$ cat src/design/assert_macros.svh
// Assertion macros shared by the field splat block.
// Each macro samples on clk and is disabled while rst is high.
`ifndef ASSERT_MACROS_SVH
`define ASSERT_MACROS_SVH

// The consequent must hold in the same cycle as the antecedent.
`define VFFS_ASSERT_IMP(lbl, ante, cons, msg) \
  lbl: assert property (@(posedge clk) disable iff (rst) (ante) |-> (cons)) \
    else $error(msg);

// The consequent must hold in the cycle after the antecedent.
`define VFFS_ASSERT_NEXT(lbl, ante, cons, msg) \
  lbl: assert property (@(posedge clk) disable iff (rst) (ante) |=> (cons)) \
    else $error(msg);

`endif

$ cat src/design/vffs_pkg.sv
// Shared widths, codes, constants and controller/datapath types
// for the vector field falloff splat block. No dependencies.
`timescale 1ns / 1ps

package vffs_pkg;

  // Item field widths.
  localparam int POS_W      = 16;
  localparam int VEL_W      = 16;
  localparam int CELL_W     = 6;
  localparam int FORCE_W    = 24;
  localparam int GAIN_W     = 16;
  localparam int LERP_W     = 17;
  localparam int FRAME_W    = 12;
  localparam int CFG_IDX_W  = 3;
  localparam int CFG_DATA_W = 17;

  // Register indexes.
  localparam logic [CFG_IDX_W-1:0] CFG_GAIN   = 3'd0;
  localparam logic [CFG_IDX_W-1:0] CFG_LERP   = 3'd1;
  localparam logic [CFG_IDX_W-1:0] CFG_WIDTH  = 3'd2;
  localparam logic [CFG_IDX_W-1:0] CFG_HEIGHT = 3'd3;

  // Register reset values.
  localparam logic [GAIN_W-1:0]  GAIN_RST   = 16'd4096;
  localparam logic [LERP_W-1:0]  LERP_RST   = 17'd6554;
  localparam logic [FRAME_W-1:0] WIDTH_RST  = 12'd640;
  localparam logic [FRAME_W-1:0] HEIGHT_RST = 12'd480;

  // Item function codes.
  localparam logic FUNC_SPLAT = 1'b0;
  localparam logic FUNC_READ  = 1'b1;

  // Falloff radius in Q12.4 units and weight arithmetic.
  localparam int FALLOFF_PIX = 20;
  localparam int LIM         = FALLOFF_PIX * 16;
  localparam int LIM_W       = $clog2(LIM + 1);
  localparam int DIST_W      = POS_W + 1;
  localparam int WEIGHT_W    = 17;
  localparam int WNUM_W      = LIM_W + 16;
  localparam int WSH         = WNUM_W + $clog2(LIM);
  localparam int WMUL_W      = 26;
  // Exact reciprocal of LIM for numerators below 2**WNUM_W.
  localparam logic [WMUL_W-1:0] WMUL =
    WMUL_W'(((64'd1 << WSH) + 64'(LIM) - 64'd1) / 64'(LIM));

  // Blend arithmetic widths.
  localparam int TARGET_W = GAIN_W + 1 + VEL_W - 12;
  localparam int RATE_W   = 17;
  localparam int DIFF_W   = FORCE_W + 1;
  localparam int BPROD_W  = DIFF_W + RATE_W + 1;
  localparam int NEW_W    = BPROD_W - 16;

  localparam logic signed [NEW_W-1:0] NEW_MAX = 27'sd8388607;
  localparam logic signed [NEW_W-1:0] NEW_MIN = -27'sd8388608;

  typedef struct packed {
    logic clear_step;
    logic load_item;
    logic prep;
    logic sweep_step;
    logic read_issue;
    logic res_load;
  } vffs_cmd_t;

  typedef struct packed {
    logic cnt_last;
    logic pipe_busy;
  } vffs_stat_t;

endpackage

$ cat src/design/vffs_ctrl.sv
// Controller of the splat block: sequences the clearing pass, read items,
// splat sweeps and the result handshake. Depends on vffs_pkg.
`timescale 1ns / 1ps
`include "assert_macros.svh"

module vffs_ctrl (
  input  logic                 clk,
  input  logic                 rst,
  input  logic                 in_valid,
  input  logic                 in_func,
  output logic                 in_ready,
  output logic                 out_valid,
  input  logic                 out_ready,
  output vffs_pkg::vffs_cmd_t  cmd,
  input  vffs_pkg::vffs_stat_t stat
);

  typedef enum logic [2:0] {
    ST_CLEAR,
    ST_IDLE,
    ST_PREP,
    ST_SWEEP,
    ST_DRAIN,
    ST_READ,
    ST_FINISH
  } state_t;

  state_t state;
  logic   accept;

  assign in_ready = (state == ST_IDLE);
  assign accept   = in_valid && in_ready;

  always_comb begin
    cmd            = '0;
    cmd.clear_step = (state == ST_CLEAR);
    cmd.load_item  = accept;
    cmd.prep       = (state == ST_PREP);
    cmd.sweep_step = (state == ST_SWEEP);
    cmd.read_issue = (state == ST_READ);
    cmd.res_load   = (state == ST_FINISH) && (!out_valid || out_ready);
  end

  always_ff @(posedge clk) begin
    if (rst) begin
      state     <= ST_CLEAR;
      out_valid <= 1'b0;
    end else begin
      if (cmd.res_load) begin
        out_valid <= 1'b1;
      end else if (out_ready) begin
        out_valid <= 1'b0;
      end
      case (state)
        ST_CLEAR: begin
          if (stat.cnt_last) begin
            state <= ST_IDLE;
          end
        end
        ST_IDLE: begin
          if (accept) begin
            state <= (in_func == vffs_pkg::FUNC_READ) ? ST_READ : ST_PREP;
          end
        end
        ST_PREP: state <= ST_SWEEP;
        ST_SWEEP: begin
          if (stat.cnt_last) begin
            state <= ST_DRAIN;
          end
        end
        ST_DRAIN: begin
          if (!stat.pipe_busy) begin
            state <= ST_FINISH;
          end
        end
        ST_READ: state <= ST_FINISH;
        ST_FINISH: begin
          if (cmd.res_load) begin
            state <= ST_IDLE;
          end
        end
        default: state <= ST_IDLE;
      endcase
    end
  end

  `VFFS_ASSERT_IMP(a_load_free, cmd.res_load, (!out_valid || out_ready), "result overwritten")
  `VFFS_ASSERT_IMP(a_finish_drained, state == ST_FINISH, !stat.pipe_busy, "result before writes")
  `VFFS_ASSERT_NEXT(a_accept_leaves_idle, accept, state != ST_IDLE, "accepted item not started")

endmodule

$ cat config.mk
export PLATFORM = sky130hd
export DESIGN_NAME = vffs_ctrl
export DESIGN_NICKNAME = d
export VERILOG_FILES = /design/src/design/vffs_pkg.sv /design/src/design/vffs_ctrl.sv
export VERILOG_INCLUDE_DIRS = /design/src /design/src/design
export SDC_FILE = /design/constraint.sdc
export NUM_CORES = 1
export LEC_CHECK = 0
export ABC_AREA = 1
export BUFFER_PORTS_ARGS = -buffer_cell sky130_fd_sc_hd__buf_4
export CORE_AREA = 5 5 42 44
export DETAILED_ROUTE_END_ITERATION = 12
export DIE_AREA = 0 0 47 49
export PLACE_DENSITY_LB_ADDON = 0.25
export SYNTH_ARGS = -nofsm -noshare
export SYNTH_HDL_FRONTEND = slang
export SYNTH_SLANG_ARGS = --single-unit
$ cat constraint.sdc
create_clock -name clk -period 1.3 [get_ports clk]
set_clock_uncertainty 0.05 [all_clocks]
set_input_delay 0.13 -clock clk [delete_from_list [all_inputs] [get_ports clk]]
set_output_delay 0.13 -clock clk [all_outputs]
set_load 0.02 [all_outputs]
# After elaboration in Yosys (flattened, before gate mapping)
# Cells that the tools add are included.
# totals
reg_bits,4
out_inout_bits,8
# classes
eq_ne,11
muxes,9
reduce_logical,7
# ops
op,n
$pmux W3 S7,1
$mux W3,6
$eq A3 B3 Y1 const B,3
$eq A3 B2 Y1 const B,2
$ne A2 B1 Y1 const B,3
$reduce_and A5 Y1,1
$ne A2 B2 Y1 const B,2
$eq A3 B1 Y1 const B,1
$logic_not A3 Y1,1
$logic_and A1 B1 Y1,2
$mux W1,2
$reduce_bool A2 Y1,1
$logic_not A1 Y1,1
$logic_or A1 B1 Y1,1

# Logic depth before layout (Yosys ltp)
# Gate-level depths: netlist of the first run.
# depth
depth_word,5
ltp_mapped,9
mapped_depth_nobuf,9

# Worst setup path after synthesis of the first run
# OpenSTA, ideal clock, no wires.
# synth_timing
kind,register -> register
from,register state[1]
to,register state[0]
setup_time_ns,0.110
t_arrival_ns,1.067
path_slack_ns,0.073
stages_incl_launch_ff,10
period_less_slack_ns,1.227
path_cell_list,dfxtp_1 > buf_4 > inv_1 > nand3_1 > inv_1 > nand2_1 > nand3_1 > nand2_1 > inv_1 > nor2_1
# synth_via
elab_chain_cells,4
word_cells_on_any_way,16
# synth_rtl
element,line_no,text
"start, declared",vffs_ctrl.sv:28,state_t state;
"start signal, assigned",vffs_ctrl.sv:62,state <= (in_func == vffs_pkg::FUNC_READ) ? ST_READ : ST_PREP;
$eq A3 B1 Y1 (*),vffs_ctrl.sv:31,assign in_ready = (state == ST_IDLE);
net in_ready,vffs_ctrl.sv:11,"output logic in_ready,"
$logic_and A1 B1 Y1,vffs_ctrl.sv:32,assign accept = in_valid && in_ready;
$ne A2 B1 Y1 (no source line),n/a,
$reduce_and A5 Y1 (no source line),n/a,
# The timed path passes the listed nets; every way through them passes the cells marked *.
# A chain may end at the register's enable or synchronous reset.

==> impl_metrics.env, run 1 <==
export IMPL_yosys_mux_area_fraction_pct=0
export IMPL_setup_violations=0
export IMPL_grt_overflow=0
export IMPL_cts_root_buf="clkbuf_4"
export IMPL_ctsLongestPathBuffers=2
export IMPL_yosys_warnings=0
export IMPL_critPathLaunchType="register"
export IMPL_synth_top_family_by_area="simple AND/OR/NAND/NOR gates"
export IMPL_first_global_vias=361
export IMPL_post_route_period_util_pct=94.3
export IMPL_ff_latch_area_sq_um=82.6
export IMPL_crit_arrival_ns=1.05
export IMPL_fill_cells=171
export IMPL_grt_max_degree=9
export IMPL_synth_compound_area_share_pct=5.88
export IMPL_drtAntennaViolNets=0
export IMPL_synthXorXnorAreaFrac_pct=0
export IMPL_via_per_inst=4.17
export IMPL_fin_crit_ns=1.23
export IMPL_io_pin_count=15
export IMPL_cts_tree="done"
export IMPL_grt_pass1_wl_um=1380
export IMPL_reg2reg_slack_ns=0.14
export IMPL_grtUsageTotal_pct=8.43
export IMPL_cts_setup_buffers=0
export IMPL_start_util_pct=25.8
export IMPL_endpoint_kind="primary output"
export IMPL_cts_hold_buffers=0
export IMPL_syn_instance_count=71
export IMPL_synthSimpleGateAreaFrac_pct=48.1
export IMPL_rsz0062_at_grt="no"
export IMPL_path_cells="inv_1 -> nand2_1 -> nor2_1 -> buf_4"
export IMPL_cts_inserted_buffers=3
export IMPL_leakage_nw=0.323
export IMPL_insertedDiodeCount=0
export IMPL_worstHoldPathType="input pin to register"
export IMPL_drive_gt1_share_pct=27.6
export IMPL_die_w_um=47
export IMPL_drtIter0Drc=8
export IMPL_syn_area_sq_um=362
export IMPL_drv_slew=0
export IMPL_status="finished clean"
export IMPL_hold_viol_final=0
export IMPL_critPathMaxFanout=8
export IMPL_syn_nets=78
export IMPL_htree_levels=1
export IMPL_wl_per_cell_um=8.65
export IMPL_max_stage_delay_ns=0.40
export IMPL_multi_input_area_sq_um=200
export IMPL_rows=14
export IMPL_design_die_area_sq_um=2300
export IMPL_setup_slack_ns=0.0747
export IMPL_seq_area_frac_synth_pct=22.1
export IMPL_gp_congestion=0.867
export IMPL_cp_slowest_cell="dfxtp_2"
export IMPL_dpl_hpwl_um=746
export IMPL_cts_sinks=4
export IMPL_drt_first_pass_iters=4
export IMPL_port_buffers=14
export IMPL_layout_nets=96
export IMPL_fin_tns_setup_ns=0
export IMPL_vdd_drop_max_mv=0.963
export IMPL_yosysUniqueCellTypes=12
export IMPL_route_detailed_drc=0
export IMPL_area_growth_synth_to_final_pct=40.8
export IMPL_via_count=430
export IMPL_crit_type="register to primary output"
export IMPL_synth_seq_cells=4
export IMPL_max_freq_mhz=816
export IMPL_core_sq_um=1400
export IMPL_syn_area_per_cell_sq_um=5.09
export IMPL_post_place_ws_ns=0.000527
export IMPL_final_cell_mix="18 x nor2_1, 17 x inv_1, 16 x nand2_1"
export IMPL_synth_fa_ha_area_share_pct=0
export IMPL_tightest_slew_ns=0.200
export IMPL_wirelength_um=891
export IMPL_max_cap_viol_count=0
export IMPL_power_density_nw_per_um2=2320
export IMPL_clk_pin_slew_ns=0.04
export IMPL_final_common_cell="nor2_1"
export IMPL_max_slew_margin_pct=86.5
export IMPL_clk_latency_ns=0.24
export IMPL_dieHeight_um=49
export IMPL_cp_required_ns=1.12
export IMPL_antenna_found_initial=0
area by class of cell:
cell class	count	area share, %
multi-input combinational	46	39.3
timing repair buffer	15	22.1
sequential	4	16.2
inverter	19	14.0
clock buffer	3	4.42
tap	16	3.93
registers in the layout, summed over array words and instances (netlist names):
register,flops
state,3
out_valid,1
final timing paths:
path | start | cells past startpoint | end
min reg2reg | out_valid | 2 | out_valid
min | rst | 2 | out_valid
max | state[1] | 4 | cmd[1]
max reg2reg | state[1] | 7 | state[2]
where the power goes:
part,switching (mW),internal [mW]
Combinational,0.472,0.304
Sequential,0.0681,0.178
Clock,0.0556,0.104
Total,0.596,0.586
metal layers:
layer  track usage (%)  routed length [um]  vias to the layer above
met3              1.85                  44                        2
met4              8.29                  12                        0
met5                 0                   0                        -
met1              9.17                 389                      178
met2              12.4                 444                        8
li1                  -                   -                      242
critical path: cells and delay by family, from the launching register on:
family,cells,cell delay [ns]
AND/OR/NAND/NOR,2,0.16
buffers and inverters,2,0.24
flip-flops,1,0.40
cell usage after synthesis:
cell type / instances / area share [%]
inv_1: 18 / 19
nor2_1: 18 / 19
nand2_1: 16 / 17
nand3_1: 6 / 8.3
dfxtp_1: 4 / 22
buf_4: 2 / 4.2
o21ai_0: 2 / 2.8
a21oi_1: 1 / 1.4
a31oi_1: 1 / 1.7
inv_2: 1 / 1.0
nand3_2: 1 / 2.8
nand4_1: 1 / 1.7
what timing repair did:
item,4_1_cts,5_1_grt
hold endpoints to repair,0,0
setup endpoints to repair,5,5
gates resized for setup,2,2
per-stage QoR:
step	cells	area [sq um]	util, %	hold WS [ns]	total power, mW
floorplan	71	362	-	0.149	0.772
global placement	100	479	34.2	0.256	1.01
detailed placement	100	479	34.2	0.263	1.00
CTS	103	503	35.9	0.00815	1.18
global route	103	509	36.3	0.0204	1.30
finish	103	509	36.3	0.0145	1.18
logic make-up after synthesis:
kind of cell           after synthesis
AND/OR/NAND/NOR                     42
AO/OA/AOI/OAI                        4
buffers and inverters               21
flip-flops                           4
(Power assumes the default switching activity.)
==> run 2: changes to the inputs <==
--- a/config.mk
+++ b/config.mk
@@ -6,7 +6,6 @@
 export SDC_FILE = /design/constraint.sdc
 export NUM_CORES = 1
 export LEC_CHECK = 0
-export ABC_AREA = 1
 export BUFFER_PORTS_ARGS = -buffer_cell sky130_fd_sc_hd__buf_4
 export CORE_AREA = 5 5 42 44
 export DETAILED_ROUTE_END_ITERATION = 12
==> impl_metrics.env, run 2 <==
export IMPL_drive_gt1_share_pct=59.7
export IMPL_setup_violations=4
export IMPL_htree_levels=1
export IMPL_leakage_nw=0.266
export IMPL_design_die_area_sq_um=2300
export IMPL_synth_seq_cells=4
export IMPL_fin_crit_ns=1.36
export IMPL_via_per_inst=4.60
export IMPL_p_total_mw=1.51
export IMPL_wl_per_cell_um=11.3
export IMPL_synthArstFlopShare_pct=0
export IMPL_critPathMaxFanout=4
export IMPL_wirelength_um=884
export IMPL_syn_area_sq_um=332
export IMPL_synth_largest_area_cell="dfxtp_1"
export IMPL_syn_instance_count=42
export IMPL_start_util_pct=23.7
export IMPL_switching_share_pct=44.6
export IMPL_tightest_slew_ns=0.203
export IMPL_max_freq_mhz=736
export IMPL_r2r_start="state[1]"
export IMPL_drv_slew=0
export IMPL_route_detailed_drc=0
export IMPL_layout_nets=71
export IMPL_max_cap_viol_count=0
export IMPL_final_core_util_pct=39.9
export IMPL_critPathLaunchType="register"
export IMPL_clk_latency_ns=0.23
export IMPL_drtIter0Drc=5
export IMPL_synth_ff_type="dfxtp_1"
export IMPL_dpl_hpwl_um=667
export IMPL_final_common_cell="buf_4"
export IMPL_seq_area_frac_synth_pct=24.2
export IMPL_reg2reg_slack_ns=-0.06
export IMPL_grtUsageTotal_pct=8.37
export IMPL_io_pin_count=15
export IMPL_holdPathEnd="state[1]"
export IMPL_yosys_warnings=0
export IMPL_vdd_drop_max_mv=0.774
export IMPL_synthXorXnorAreaFrac_pct=4.91
export IMPL_die_w_um=47
export IMPL_largest_register_ffs=3
export IMPL_violations="setup timing"
export IMPL_post_route_period_util_pct=104
export IMPL_port_buffers=14
export IMPL_drtAntennaViolNets=0
export IMPL_cts_inserted_buffers=3
export IMPL_via_count=359
export IMPL_crit_type="register to register"
export IMPL_syn_area_per_cell_sq_um=7.89
export IMPL_synth_fa_ha_area_share_pct=0
export IMPL_area_growth_synth_to_final_pct=68.7
export IMPL_hold_path_depth=2
export IMPL_fin_tns_setup_ns=-0.139
export IMPL_grt_max_degree=11
export IMPL_reg2reg_depth=5
export IMPL_rsz0062_at_grt="yes"
export IMPL_ctsLongestPathBuffers=2
export IMPL_dp_cells=75
export IMPL_synthTopCellsByCount="7 x nor2_1, 4 x dfxtp_1, 4 x o21ai_0"
export IMPL_power_density_nw_per_um2=2710
export IMPL_switching_power_mw=0.674
export IMPL_yosysUniqueCellTypes=25
export IMPL_drt_first_pass_iters=2
export IMPL_cts_sinks=4
export IMPL_crit_arrival_ns=1.42
export IMPL_insertedDiodeCount=0
export IMPL_synth_most_common_cell="nor2_1"
export IMPL_hold_start="rst"
export IMPL_fin_cells=78
export IMPL_max_slew_margin_pct=86.4
export IMPL_hold_viol_final=0
export IMPL_antenna_found_initial=0
export IMPL_clk_pin_slew_ns=0.04
export IMPL_first_global_vias=356
export IMPL_synth_top_area_share_pct=24.2
export IMPL_yosys_mux_area_fraction_pct=3.02
export IMPL_syn_nets=49
export IMPL_synth_edff_count=0
export IMPL_final_cell_mix="17 x buf_4, 6 x nor2_1, 4 x o21ai_0, 4 x buf_6"
export IMPL_cp_required_ns=1.36
export IMPL_grt_overflow=0
export IMPL_cts_root_buf="clkbuf_4"
export IMPL_dieHeight_um=49
export IMPL_cts_setup_buffers=0
export IMPL_biggestRegsByFlops="state x3, out_valid x1"
export IMPL_p_seq_share_pct=19.7
export IMPL_p_int_mw=0.839
export IMPL_grt_pass1_wl_um=1400
export IMPL_worstHoldPathType="input pin to register"
export IMPL_endpoint_kind="register"
export IMPL_r2r_end="state[0]"
export IMPL_synth_top_family_by_area="compound AO/OA/AOI/OAI gates"
export IMPL_cts_tree="done"
export IMPL_synthSimpleGateAreaFrac_pct=24.9
export IMPL_gp_congestion=0.673
export IMPL_synth_compound_area_share_pct=30.9
export IMPL_p_clk_share_pct=9.9
export IMPL_status="finished, violations left"
export IMPL_core_sq_um=1400
export IMPL_rows=14
export IMPL_fill_cells=165
export IMPL_regMostFlops="state"
export IMPL_ys_top_cells_by_area="dfxtp_1 24%, nor2_1 7.9%, o21ai_0 6.0%"
export IMPL_setup_slack_ns=-0.0581
export IMPL_pwr_share_comb_pct=70.4
[run 2: changes by cell type in the layout (fill, tap and decap cells not counted), moves of 4 or more]
| cell | before | now |
|---|---|---|
| nand2_1 | 16 | 0 |
| inv_1 | 17 | 3 |
| nor2_1 | 18 | 6 |
| buf_6 | 0 | 4 |
| nand3_1 | 5 | 1 |
[run 2: area by class of cell]
class                   count  area (sq um)  area share, %
repair buffers             21           173           30.9
well taps                  16          20.0           3.58
inverters                   3          11.3           2.01
multi-input cells          31           246           44.1
flip-flops and latches      4          86.3           15.4
clock buffers               3          22.5           4.03
[run 2: critical path: stages (launching register included)]
cell and delay (ns):
dfxtp_4 0.35, nand2b_4 0.15, o22a_4 0.23, o21ai_4 0.16, a21oi_2 0.05, o221a_1 0.23
[run 2: worst max path at each step]
stage	start	endpoint	slack (ns)	depth (start not counted)
floorplan	state[1]	state[0]	-0.06	6
global placement	state[1]	state[0]	-0.07	5
detailed placement	state[1]	state[0]	-0.09	5
CTS	state[1]	cmd[4]	-0.07	5
global route	state[1]	cmd[4]	-0.1	5
finish	state[1]	state[0]	-0.06	5
[run 2: repair_timing]
| action | CTS | global route |
|---|---|---|
| endpoints found under the setup margin | 8 | 8 |
| cloned | 0 | 0 |
| resized for setup | 14 | 2 |
| hold buffers | 0 | 0 |
| pin swaps | 3 | 2 |
[run 2: cell families (layout without fill, tap and decap cells)]
group | count (synthesis) | in the layout
muxes | 1 | 1
and+or+nand+nor | 17 | 17
xor gates and xnor gates | 1 | 1
AOI/OAI and AO/OA | 12 | 12
buffers and inverters | 7 | 27
DFF | 4 | 4
[run 2: stage by stage]
stage	setup slack [ns]	cell area [sq um]	hold slack (ns)
6_report	-0.0581	559	0.0120
5_1_grt	-0.0960	559	0.0107
4_1_cts	-0.0698	549	0.00842
3_5_place_dp	-0.0851	480	0.265
3_3_place_gp	-0.0657	480	0.261
2_1_floorplan	-0.0572	332	0.152
[run 2: power by group through the flow]
stage | sequential (mW) | combinational (mW) | clock [mW]
after floorplan | 0.207 | 0.689 | 0
after global placement | 0.252 | 0.940 | 0
after detailed placement | 0.251 | 0.945 | 0
after CTS | 0.282 | 1.05 | 0.156
after global routing | 0.305 | 1.14 | 0.164
final | 0.298 | 1.07 | 0.150
[run 2: metal layers]
metal	GRT usage, %	vias up	wire, um
li1	-	182	-
met1	9.21	166	369
met2	13.3	11	444
met3	4.43	0	71
met4	2.76	0	0
met5	0	-	0
